### src/rtl/svm_pkg.sv
// ----------------------------------------------------------------------------
// svm_pkg: shared types and constants for the sample voice mixer
// Item structs, the internal command format and default sizes.
// ----------------------------------------------------------------------------
package svm_pkg;

	localparam int VOICES_DEF    = 5;
	localparam int SOUNDS_DEF    = 5;
	localparam int ADDR_BITS_DEF = 16;
	localparam int QUEUE_DEPTH   = 4;

	localparam logic [15:0] GAIN_RESET = 16'd3277;
	localparam int          GAIN_SHIFT = 15;

	typedef enum logic [1:0] {
		MODE_MIX  = 2'd0,
		MODE_TRIG = 2'd1,
		MODE_WSMP = 2'd2,
		MODE_WSND = 2'd3
	} mode_t;

	typedef struct packed {
		mode_t              mode;
		logic [2:0]         sound_id;
		logic [15:0]        address;
		logic signed [15:0] sample_word;
		logic [16:0]        sound_length;
		logic               background_valid;
		logic signed [15:0] background_sample;
	} in_item_t;

	typedef struct packed {
		logic signed [15:0] left_sample;
		logic signed [15:0] right_sample;
	} out_item_t;

	// data holds the sample word for sample writes, the gated background for mixes
	typedef struct packed {
		mode_t              op;
		logic [2:0]         sid;
		logic [15:0]        addr;
		logic signed [15:0] data;
		logic [16:0]        length;
	} cmd_t;

	typedef struct packed {
		logic busy;
		logic fin;
	} back_stat_t;

endpackage

### src/rtl/svm_front.sv
// ----------------------------------------------------------------------------
// svm_front: input item decode
// Accepts items, drops triggers and sound writes with a bad sound number,
// gates the background sample and forms commands for the queue.
// ----------------------------------------------------------------------------
module svm_front import svm_pkg::*; #(
	parameter int SOUNDS = SOUNDS_DEF
) (
	input  logic     in_valid,
	input  in_item_t in_item,
	output logic     in_stall,
	input  logic     q_full,
	output logic     push,
	output cmd_t     cmd
);

	logic accept;
	logic keep;

	assign in_stall = q_full;
	assign accept   = in_valid && !q_full;

	always_comb begin
		unique case (in_item.mode)
			MODE_MIX, MODE_WSMP: keep = 1'b1;
			MODE_TRIG, MODE_WSND: keep = (32'(in_item.sound_id) < SOUNDS);
			default: keep = 1'b0;
		endcase
	end

	assign push = accept && keep;

	always_comb begin
		cmd.op     = in_item.mode;
		cmd.sid    = in_item.sound_id;
		cmd.addr   = in_item.address;
		cmd.length = in_item.sound_length;
		if (in_item.mode == MODE_MIX) begin
			cmd.data = in_item.background_valid ? in_item.background_sample : 16'sd0;
		end else begin
			cmd.data = in_item.sample_word;
		end
	end

endmodule

### config.mk
export PLATFORM = sky130hd
export DESIGN_NAME = svm_front
export DESIGN_NICKNAME = d
export VERILOG_FILES = /design/src/rtl/svm_pkg.sv /design/src/rtl/svm_front.sv
export SDC_FILE = /design/constraint.sdc
export NUM_CORES = 1
export LEC_CHECK = 0
export ABC_AREA = 1
export ABC_CLOCK_PERIOD_IN_PS = 800
export BUFFER_PORTS_ARGS = -buffer_cell sky130_fd_sc_hd__buf_2
export CAP_MARGIN = 30
export CORE_ASPECT_RATIO = 0.6
export CORE_MARGIN = 2
export CORE_UTILIZATION = 27
export DETAILED_ROUTE_END_ITERATION = 7
export PLACE_DENSITY = 0.83
export RECOVER_POWER = 50
export SYNTH_ARGS = -nofsm -noshare
export SYNTH_HDL_FRONTEND = slang
export SYNTH_SLANG_ARGS = --single-unit
### constraint.sdc
create_clock -name vclk -period 0.8
set_input_delay 0.08 -clock vclk [all_inputs]
set_output_delay 0.08 -clock vclk [all_outputs]
set_load 0.005 [all_outputs]
Yosys cells after proc, flatten, opt, wreduce, memory -nomap -nowiden

Index checks and enable logic that the tools add are counted.

Register bits: 0
Input port bits: 73
Output and inout port bits: 56
Word-level logic and storage cells: 13

Order comparisons: 1
Eq/ne operators: 3
Multiplexer cells: 3
Reduce and logical (&&, ||, !) cells: 6

Operator list:

| cell                                                             | number |
|---|---|
| 16-bit 2-to-1 mux                                                | 2 |
| 2-bit == test (second input constant)                            | 2 |
| 2-bit OR reduction                                               | 2 |
| 3-bit less-than comparator (second input constant)               | 1 |
| 2-bit by 1-bit == test with 1-bit output (second input constant) | 1 |
| 1-bit logical AND                                                | 2 |
| 2-bit logical NOT                                                | 1 |
| 1-bit case mux with 2 select lines                               | 1 |
| 1-bit logical NOT                                                | 1 |

Logic depth before layout (Yosys ltp)

Word-level depth: 4
Depth in mapped cells: 6
Depth with buffers taken out: 4

Least setup slack after synthesis

Ideal clock, no wire load.

Path kind: input to output
Start: input port in_item[16] (netlist name)
End: output port cmd[22] (netlist name)
Arrival time: 532 ps
Required time: 720 ps
Path slack: 188 ps
Stages on the path: 6
Path buffers: 2
Path through: clkbuf_2 buf_6 nand2_1 inv_1 nand2_1 nand2_1

RTL lines:

| item        | line            | RTL |
|---|---|---|
| from (decl) | svm_front.sv:10 | `input in_item_t in_item,` |
| to (decl)   | svm_front.sv:14 | `output cmd_t cmd` |

==> summary.md <==
| Metric | Value |
|---|---|
| Outcome | `completed` |
| Reported net switching power | `about 0.00017 W` |
| Biggest fanout along the worst timing path | `16` |
| Hold_buf cts | `0` |
| Commonest non-fill, non-tap cells in the layout | `nand2_1 (65), buf_2 (61), inv_1 (17)` |
| Vias in the first global route | `573` |
| Post-synth top area cell | `buf_4` |
| Final cycle utilization of the critical path | `just under 100%` |
| Net switching share of the total power | `about 48%` |
| Post-Place Worst Slack | `roughly 0.013 ns` |
| Maximum vdd drop | `approximately 0.00022 V` |
| FF/Latch Area | `0 µm²` |
| Startpoint Class | `input pin` |
| Final Non-Filler Cells | `~190` |
| Internal power | `~0.00018 W` |
| Die span in y | `about 43 µm` |
| Layout cells sized above 1 | `a little under half` |
| Pleak | `0.600 nW` |
| Most common cell after layout, fill and taps aside | `nand2_1` |
| Final Setup Violations | `0` |
| Critical path capture point type | `output pin` |
| Max-slew violation count | `0` |
| Library cells used by synthesis | `11` |
| Final min period | `roughly 0.77 ns` |
| Syn_nets | `206` |
| Clock power share | `0%` |
| Vias | `about 700` |
| Num sequential | `0` |
| Layout overhead on the synthesized area | `7.73%` |
| Final ANT Viol Nets | `0` |
| DIE AREA | `0.00301 mm²` |
| Relative slew slack | `about nine tenths` |
| Pre-antenna DRT Iters | `4` |
| Cells after DPL | `roughly 190` |
| RSZ-0062 raised after global routing | `yes` |
| DR vias/cell | `3.83` |
| Syn avg cell area | `about 5.2 µm²` |
| Nets | `230` |
| First-pass GRT wire length | `around 2500 µm` |
| Largest net degree at the start of global routing | `17` |
| IO Port Bufs | `between 60 and 70` |
| Critical path class | `input pin to output pin` |
| Mapped Area | `slightly below 700 µm²` |
| Hold Path Stages | `0` |
| Top cell type's share of synthesized area | `42.1%` |
| Endpoints failing hold | `0` |
| Fmax | `~1.3 GHz` |
| Pwr dens | `475 mW/mm²` |
| Clkbuf count | `0` |
| Final WS setup | `0.0272 ns` |
| Die X | `slightly below 70 µm` |
| Combinational share of power | `100.0%` |
| DRC Markers | `0` |
| Max Cap Viol | `0` |
| Grt total ovfl | `0` |
| Layout fillers | `290` |
| Post-synthesis cell count | `roughly 130` |
| IO Pins | `between 100 and 150` |
| GRT Resource Usage Total | `roughly a tenth` |
| Largest cells by area after synthesis | `buf_4 (42%), nand2_1 (35%), inv_1 (9.7%)` |
| Reg power frac | `0%` |
| Drt initial violations | `4` |
| Synth warn | `0` |
| Dpl hpwl | `1300 µm` |
| Starting Density | `around 28%` |
| HP Class | `input pin to output pin` |
| Critical path arrival | `between 0.6 and 0.7 ns` |
| Routability cong. | `between 0.7 and 0.8` |
| Core footprint | `between 0.002 and 0.0025 mm²` |
| Drt wl/cell | `9.17 µm` |
| Slew of the pin with the lowest slew margin | `approximately 0.18 ns` |
| Final wirelength | `1710 µm` |
| Antenna Cells | `0` |
| Critical Path RT | `roughly 0.72 ns` |
| Initial antenna violation count | `0` |
| # rows | `14` |
| Sequential area share after synthesis | `0%` |
-- synth_stat cells, drive strengths merged --
cell type and n:
nand2 67, buf 42, nor2 4, clkbuf 1, inv 19
-- cell type report --
class	instances	area, µm²	area share [%]
timing repair buffer	64	340	45.4
tap	32	40.0	5.34
inverter	19	73.8	9.85
multi-input combinational	72	295	39.4
-- path summary, 6_finish.rpt --
kind | start | to | slack (ns)
max | in_item[69] | cmd[29] | 0.03
min | in_item[32] | cmd[15] | 0.16
-- metrics by stage --
step | area [µm²] | hold slack (ns) | total power [W] | util, % | TNS [ns]
global placement | 731 | 0.160 | 0.000341 | 29.6 | 0
CTS | 731 | 0.160 | 0.000345 | 29.6 | 0
detailed placement | 731 | 0.160 | 0.000343 | 29.6 | 0
global route | 749 | 0.160 | 0.000407 | 30.3 | -0.265
finish | 749 | 0.160 | 0.000356 | 30.3 | 0
floorplan | 696 | 0.241 | 0.000319 | - | 0
-- cells by family (layout without fill, tap and decap cells) --
group                  after synthesis  after routing  synth area share (%)
AND/OR/NAND/NOR                     71             72                  40.8
buffers and inverters               62             83                  59.2
-- what timing repair did --
action | CTS | global route
endpoints found under the setup margin | 0 | 16
hold endpoints to repair | 0 | 0
setup buffers | 0 | 0
gates resized for setup | 0 | 5
-- layer usage --
metal  part of all wire, %  vias up  global-route usage (%)
li1                      -      384                       -
met1                    46      288                    12.4
met2                    40       44                    15.4
met3                    14        0                    5.94
met4                     0        0                   0.392
met5                     0        -                       0
-- power groups by stage --
stage                     Sequential, W  Clock, W  Combinational [W]
after detailed placement              0         0           0.000343
after global placement                0         0           0.000341
after global routing                  0         0           0.000407
after CTS                             0         0           0.000345
after floorplan                       0         0           0.000319
final                                 0         0           0.000356
-- worst max-delay path: stages --
cell     delay, ns
buf_4         0.13
nor2_4        0.12
buf_12        0.14
nand2_1       0.06
nand2_1       0.05
buf_2         0.11
(Power assumes the default switching activity.)
