--- src/rtl/svm_pkg.sv ---
// ----------------------------------------------------------------------------
// svm_pkg: shared types and constants for the sample voice mixer
// Item structs, the internal command format and default sizes.
// ----------------------------------------------------------------------------
package svm_pkg;

	localparam int VOICES_DEF    = 5;
	localparam int SOUNDS_DEF    = 5;
	localparam int ADDR_BITS_DEF = 16;
	localparam int QUEUE_DEPTH   = 4;

	localparam logic [15:0] GAIN_RESET = 16'd3277;
	localparam int          GAIN_SHIFT = 15;

	typedef enum logic [1:0] {
		MODE_MIX  = 2'd0,
		MODE_TRIG = 2'd1,
		MODE_WSMP = 2'd2,
		MODE_WSND = 2'd3
	} mode_t;

	typedef struct packed {
		mode_t              mode;
		logic [2:0]         sound_id;
		logic [15:0]        address;
		logic signed [15:0] sample_word;
		logic [16:0]        sound_length;
		logic               background_valid;
		logic signed [15:0] background_sample;
	} in_item_t;

	typedef struct packed {
		logic signed [15:0] left_sample;
		logic signed [15:0] right_sample;
	} out_item_t;

	// data holds the sample word for sample writes, the gated background for mixes
	typedef struct packed {
		mode_t              op;
		logic [2:0]         sid;
		logic [15:0]        addr;
		logic signed [15:0] data;
		logic [16:0]        length;
	} cmd_t;

	typedef struct packed {
		logic busy;
		logic fin;
	} back_stat_t;

endpackage

--- src/rtl/svm_queue.sv ---
// ----------------------------------------------------------------------------
// svm_queue: command queue
// Small register FIFO between the decode front and the execution back.
// ----------------------------------------------------------------------------
module svm_queue import svm_pkg::*; #(
	parameter int DEPTH = QUEUE_DEPTH
) (
	input  logic clk,
	input  logic arst_n,
	input  logic push,
	input  cmd_t push_cmd,
	input  logic pop,
	output cmd_t head_cmd,
	output logic full,
	output logic empty
);

	localparam int PTR_W = (DEPTH > 1) ? $clog2(DEPTH) : 1;
	localparam int CNT_W = $clog2(DEPTH + 1);
	localparam logic [PTR_W-1:0] LAST_P = PTR_W'(DEPTH - 1);

	cmd_t             fifo_q [DEPTH];
	logic [PTR_W-1:0] wptr_q;
	logic [PTR_W-1:0] rptr_q;
	logic [CNT_W-1:0] cnt_q;

	assign full     = (cnt_q == CNT_W'(DEPTH));
	assign empty    = (cnt_q == '0);
	assign head_cmd = fifo_q[rptr_q];

	always_ff @(posedge clk) begin
		if (push) begin
			fifo_q[wptr_q] <= push_cmd;
		end
	end

	always_ff @(posedge clk or negedge arst_n) begin
		if (!arst_n) begin
			wptr_q <= '0;
			rptr_q <= '0;
			cnt_q  <= '0;
		end else begin
			if (push) begin
				wptr_q <= (wptr_q == LAST_P) ? '0 : wptr_q + 1'b1;
			end
			if (pop) begin
				rptr_q <= (rptr_q == LAST_P) ? '0 : rptr_q + 1'b1;
			end
			if (push && !pop) begin
				cnt_q <= cnt_q + 1'b1;
			end else if (pop && !push) begin
				cnt_q <= cnt_q - 1'b1;
			end
		end
	end

endmodule

--- config.mk ---
export PLATFORM = sky130hd
export DESIGN_NAME = svm_queue
export DESIGN_NICKNAME = d
export VERILOG_FILES = /design/src/rtl/svm_pkg.sv /design/src/rtl/svm_queue.sv
export SDC_FILE = /design/constraint.sdc
export NUM_CORES = 1
export LEC_CHECK = 0
export ABC_AREA = 1
export BUFFER_PORTS_ARGS = -buffer_cell sky130_fd_sc_hd__buf_2
export CELL_PAD_IN_SITES_DETAIL_PLACEMENT = 1
export CELL_PAD_IN_SITES_GLOBAL_PLACEMENT = 2
export CORE_ASPECT_RATIO = 0.75
export CORE_MARGIN = 5
export CORE_UTILIZATION = 40
export DETAILED_ROUTE_END_ITERATION = 10
export PLACE_DENSITY = 0.78
export SYNTH_ARGS = -nofsm -noshare
export SYNTH_HDL_FRONTEND = slang
export SYNTH_SLANG_ARGS = --single-unit
--- constraint.sdc ---
create_clock -name clk -period 2.59 [get_ports clk]
set_input_delay 0.1295 -clock clk [delete_from_list [all_inputs] [get_ports clk]]
set_output_delay 0.1295 -clock clk [all_outputs]
set_load 0.1 [all_outputs]
After elaboration in Yosys (flattened, before gate mapping) --
Memory sizes are Yosys's and may differ from the RTL's. Cells that the tools add are included. Widths: inputs -> output; s select.
Word-level totals: flip-flop bits (word level) 7, memories 1, input port bits 58, output and inout port bits 56, word-level logic and storage cells 23, RAM bits 216
Cells by class: multiplexer cells 6, reduce and logical (&&, ||, !) cells 6, add/sub/neg operators 4, equality and inequality tests 3
Memory list:
- fifo_q | words 4, width 54, read ports 1, clocked after memory_dff 0, wr ports 1, line svm_queue.sv:22 | cmd_t fifo_q [DEPTH];
Operators with widths (count):
- $mux 3 | 2
- $add 2x1->2 const B | 2
- $eq 2x2->1 const B | 2
- $mux 2 | 2
- $add 3x1->3 const B | 1
- $eq 3x3->1 const B | 1
- $logic_not 3->1 | 1
- $sub 3x1->3 const B | 1
- $logic_and 1x1->1 | 2
- $logic_not 1->1 | 2
- $mux 1 | 2
- $reduce_bool 2->1 | 1

Logic depth before layout (Yosys ltp) --
Gate-level depths: netlist of run 1.
depth after elaboration 4, mapped depth 9

Least setup slack after synthesis of run 1 --
OpenSTA, ideal clock, no wires.
path type register to output, from register cnt_q[0], to output empty, setup slack -0.043 ns, arrival time 2.504 ns, required time 2.461 ns, stages on the path, launching flop included 2, cell sequence dfrtp_1 nor3_1
On the way: cells in the longest elaborated chain, start to end 1
RTL lines:
- start: declaration | line svm_queue.sv:25 | logic [CNT_W-1:0] cnt_q;
- start signal: assignment | line svm_queue.sv:50 | cnt_q <= cnt_q + 1'b1;
- start signal: assignment | line svm_queue.sv:52 | cnt_q <= cnt_q - 1'b1;
- $logic_not 3->1 | line svm_queue.sv:28 | assign empty = (cnt_q == '0);
- end: declaration | line svm_queue.sv:15 | output logic empty
Every way passes these cells.

==> run summary, run 1 <==
status - completed
Congestion Overflow GR - 0
crit end category - output port
largest net degree at the start of global routing - 72
Seq/Total Area, Yosys - 72.4%
final hold violation count - 0
DR top layer - met4
post-cts resize count - 0
drt drc - 0
WS Path Type - reg2out
layout cells sized above 1 - 24.0%
CP delay by family, top - buffers and inverters
async set or reset register ratio after synthesis - 3.14%
num rows - 48
Die Y - 141 um
synth top area cells - edfxtp_1 70%, nand2_1 7.2%, o211ai_1 5.5%
first-pass GRT wire length - 33900 um
critical path fanouts, max - 23
filler instances - 2233
Synth Cell Area - 0.00921 sq mm
Max Buffers Root-to-Sink - 3
Required @ worst endpoint - 2.46 ns
vias per cell - 4.92
Crit path buffers/inverters - 3
dpl hpwl - 13100 um
Tcrit/Tclk final - 92.3%
FF+latch count, synth - 223
Worst-Skew Late Latency - 0.50 ns
slack of the critical path - 0.199 ns
Ys Warns - 0
Synth Area per Inst - 13.5 sq um
Setup WS pre-CTS - 0.717 ns
Core Region - 0.0228 sq mm
H-Tree Depth - 1
Root Driver - clkbuf_16
Worst path max stage delay - 0.65 ns
crit-path most repeated cell - buf_12
Arrival @ worst endpoint - 2.26 ns
slew margin rel. - 64.9%
cell accounting for the most synthesized area - edfxtp_1
DRT Pass-1 Iters - 5
Min Clock Period, post-route - 2.39 ns
vias in the first global route - 6313
initial antenna violation count - 2
synth unique cells - 19
fin nets - 924
Cells after Synth - 681
DR WL met2 - 10700 um
slowest CP cell - dfrtp_4
final hold slack - 0.379 ns
crit path cell chain - inv_4, buf_12, o211ai_1, nand2_1, buf_12
final setup vio count - 0
Num CTS Buffers - 24
Wirelength per Cell - 18.3 um
gpl congestion - 0.699
Port Buffers - 113
IO Count - 114
register area - 0.00667 sq mm
synth cell count leaders - 216 x edfxtp_1, 177 x nand2_1, 119 x inv_1
all-layer global routing usage - 16.4%
Setup crit start kind - register
via count - 5794
CTS tree - built
Main synth FF type - edfxtp_1
Area Growth Syn to Fin - 33.4%
EDFF count, synth - 216
clock slew seen by the registers of the worst setup and hold paths - 0.06 ns
R2R Setup Slk - 0.91 ns
Net Count, Synth - 746
Initial Util - 40.3%
DRT antenna net count - 0
share of Yosys cell area claimed by the top area cell type - 70.5%
cts-stage hold buffer count - 58
HP Class - in2reg
most frequent cell after synthesis - edfxtp_1
RSZ-0062 raised after global routing - no
Pins Over Slew Limit - 0
Max Cap Viol - 0
Metal-1 WL - 9400 um
worst slew pin tran - 0.527 ns
routed wl met3 - 1020 um
multi-input logic area - 0.00183 sq mm
initial drt markers - 303
f_max - 418 MHz
Sink Count - 223
Die W - 185 um
skew final - 0.00529 ns
Die Area - 0.0262 sq mm
post-CTS setup repair buffer count - 0
Post-Route WL - 21500 um
-- registers in the layout, summed over array words and instances, names as in the netlist --
| signal | flops |
|---|---|
| fifo_q | 216 |
| wptr_q | 2 |
| rptr_q | 2 |
| cnt_q | 3 |
-- layer usage --
metal	vias up	track usage, %
met5	-	0
met4	0	3.24
met1	2917	21.3
met2	112	28.7
met3	33	3.28
li1	2732	-
-- cell families after synthesis --
kind of cell	share of synthesized area, %
xor gates and xnor gates	0.0952
adders and majority gates	1.03
DFF	72.4
and+or+nand+nor	7.53
buffers and inverters	7.79
AOI/OAI and AO/OA	11.2
-- stage by stage --
stage	util, %	cells	setup TNS, ns	cell area [sq um]
3_5_place_dp	47.8	1075	0	10900
4_1_cts	53.8	1175	0	12300
3_3_place_gp	47.8	1075	0	10900
5_1_grt	53.8	1177	0	12300
2_1_floorplan	-	681	-0.0862	9210
6_report	53.8	1177	0	12300
-- area by class of cell --
class | instances | share of cell area [%]
Antenna cell | 2 | 0.0408
Clock buffer | 29 | 5.22
Clock inverter | 13 | 1.17
Inverter | 121 | 3.76
Multi-Input combinational cell | 303 | 14.9
Sequential cell | 223 | 54.3
Tap cell | 300 | 3.06
Timing Repair Buffer | 186 | 17.6
-- layout by cell type (no fill, tap or decap), types with 4 or more instances in the layout --
master / netlist / routed
clkbuf_16: 0 / 25
inv_2: 0 / 4
buf_2: 11 / 59
o211ai_1: 68 / 68
clkinv_2: 0 / 4
ha_1: 6 / 6
o21ai_1: 4 / 4
o211ai_2: 40 / 40
nand2_1: 177 / 177
buf_12: 0 / 61
buf_4: 1 / 8
dfrtp_1: 7 / 6
edfxtp_1: 216 / 216
dlygate4sd3_1: 0 / 58
clkbuf_1: 7 / 4
inv_1: 119 / 115
-- worst paths after layout --
check | from | endpoint | cells past startpoint
setup / recovery | rptr_q[1] | head_cmd[42] | 5
hold / removal | push_cmd[50] | fifo_q[3][50] | 2
setup reg to reg | wptr_q[0] | fifo_q[0][37] | 5
hold reg to reg | cnt_q[2] | cnt_q[2] | 2
max in group asynchronous | arst_n | rptr_q[1] | 3
min in group asynchronous | arst_n | cnt_q[1] | 3
Power of run 1 is left out: the tool's default activity adds up to more than one toggle a clock period on the data nets, which glitch-free logic cannot reach.
==> run 2: changes to the inputs <==
==> constraint.sdc (replaced) <==
create_clock -name clk -period 2.4 [get_ports clk]
set_input_delay 0.12 -clock clk [delete_from_list [all_inputs] [get_ports clk]]
set_output_delay 0.12 -clock clk [all_outputs]
set_load 0.1 [all_outputs]
==> run 2 against run 1 <==
Die area unchanged. Register-to-register slack got worse by 0.29 ns. Sequential cell count unchanged. Global-route usage decreased by 0.085 points. Cell count unchanged.
==> run summary, run 2 (synthesis results as in run 1) <==
status - completed
Initial Util - 40.3%
Tcrit/Tclk final - 94.8%
drt drc - 0
slew margin rel. - 62.1%
vias in the first global route - 6242
DRT antenna net count - 0
H-Tree Depth - 1
all-layer global routing usage - 16.3%
R2R Setup Slk - 0.62 ns
Max Buffers Root-to-Sink - 3
Post-Route WL - 21300 um
Arrival @ worst endpoint - 2.16 ns
initial antenna violation count - 1
final hold violation count - 0
CTS tree - built
Setup TNS - 0 ns
slack of the critical path - 0.125 ns
Crit Reg-Reg Startpoint - wptr_q[0]
Num CTS Buffers - 23
worst r2r path cells - 5
most frequent cells in the layout - 216 x edfxtp_1, 177 x nand2_1, 115 x inv_1
initial drt markers - 256
DRT Pass-1 Iters - 4
first-pass GRT wire length - 33500 um
worst slew pin tran - 0.568 ns
IO Count - 114
Die Y - 141 um
final hold slack - 0.379 ns
via count - 5692
slowest CP cell - dfrtp_4
Hold Crit Depth - 2
Port Buffers - 113
Wirelength per Cell - 18.1 um
Area Growth Syn to Fin - 33.4%
most common cell after layout, fill and taps aside - edfxtp_1
Core Region - 0.0228 sq mm
Setup crit start kind - register
critical path fanouts, max - 24
dpl hpwl - 13800 um
Die Area - 0.0262 sq mm
skew final - 0.00490 ns
num rows - 48
layout cells sized above 1 - 24.0%
Worst path max stage delay - 0.62 ns
f_max - 440 MHz
Die W - 185 um
largest registers - fifo_q x216, cnt_q x3
Design Area, Final - 0.0123 sq mm
Root Driver - clkbuf_16
post-CTS setup repair buffer count - 0
WS Path Type - reg2out
Post-Place Cell Area - 0.0110 sq mm
Pins Over Slew Limit - 0
clock slew seen by the registers of the worst setup and hold paths - 0.06 ns
Required @ worst endpoint - 2.28 ns
WHS Endpoint - fifo_q[3][50]
Congestion Overflow GR - 0
start point of the worst min-delay path - push_cmd[50]
RSZ-0062 raised after global routing - no
final setup vio count - 0
Top reg by flops - fifo_q
crit-path most repeated cell - buf_12
vias per cell - 4.84
R2R Path End - fifo_q[0][12]
Max Cap Viol - 0
crit end category - output port
Sink Count - 223
fin nets - 925
Min Clock Period, post-route - 2.28 ns
gpl congestion - 0.724
HP Class - in2reg
crit path cell chain - inv_4, buf_12, o211ai_1, nand2_1, buf_12
Crit path buffers/inverters - 3
Setup WS pre-CTS - 0.601 ns
CP delay by family, top - buffers and inverters
Worst-Skew Late Latency - 0.49 ns
largest net degree at the start of global routing - 59
max reg flops - 216
[run 2: changes by cell type in the layout (fill, tap and decap cells not counted), sizes merged]
cell and delta:
clkbuf -3, clkinv +5, clkinvlp -2, buf +2, diode -1, bufinv -1
[run 2: worst max-delay path by stage]
stage	start	endpoint	slack (ns)	depth (start not counted)
finish	rptr_q[1]	head_cmd[23]	0.12	5
CTS	rptr_q[0]	head_cmd[0]	0.05	6
detailed placement	wptr_q[0]	fifo_q[0][22]	0.60	5
global placement	rptr_q[1]	head_cmd[23]	0.65	5
floorplan	cnt_q[0]	empty	-0.22	1
global route	rptr_q[0]	head_cmd[0]	0.02	6
[run 2: layout make-up]
cell class / instances / area (sq um)
well taps: 300 / 375
repair buffers: 188 / 2230
inverters: 121 / 464
multi-input cells: 303 / 1830
flip-flops and latches: 223 / 6670
clock inverters: 15 / 121
diodes: 1 / 2.50
clock buffers: 26 / 587
fillers: 2247 / 10500
[run 2: layer usage]
metal	part of all wire (%)	vias up	track usage [%]
li1	-	2733	-
met1	43	2819	20.7
met2	50	116	29.3
met3	5.1	24	3.38
met4	1.4	0	2.66
met5	0	-	0
[run 2: metrics by stage]
step	std cells	util [%]
floorplan	681	-
global placement	1077	48.1
detailed placement	1077	48.1
CTS	1176	53.8
global route	1177	53.8
finish	1177	53.8
[run 2: worst reg2reg max path, cell delays in order (launching register included)]
cell and delay, ns:
dfrtp_1 0.42, inv_1 0.12, ha_1 0.16, nand2_1 0.07
inv_2 0.43, buf_12 0.27
[run 2: timing repair]
item / in CTS / in global routing
resized for setup: 0 / 3
hold buffers: 58 / 0
endpoints found under the setup margin: 0 / 7
hold endpoints to repair: 227 / 0
Power of run 2 is left out for the same reason.
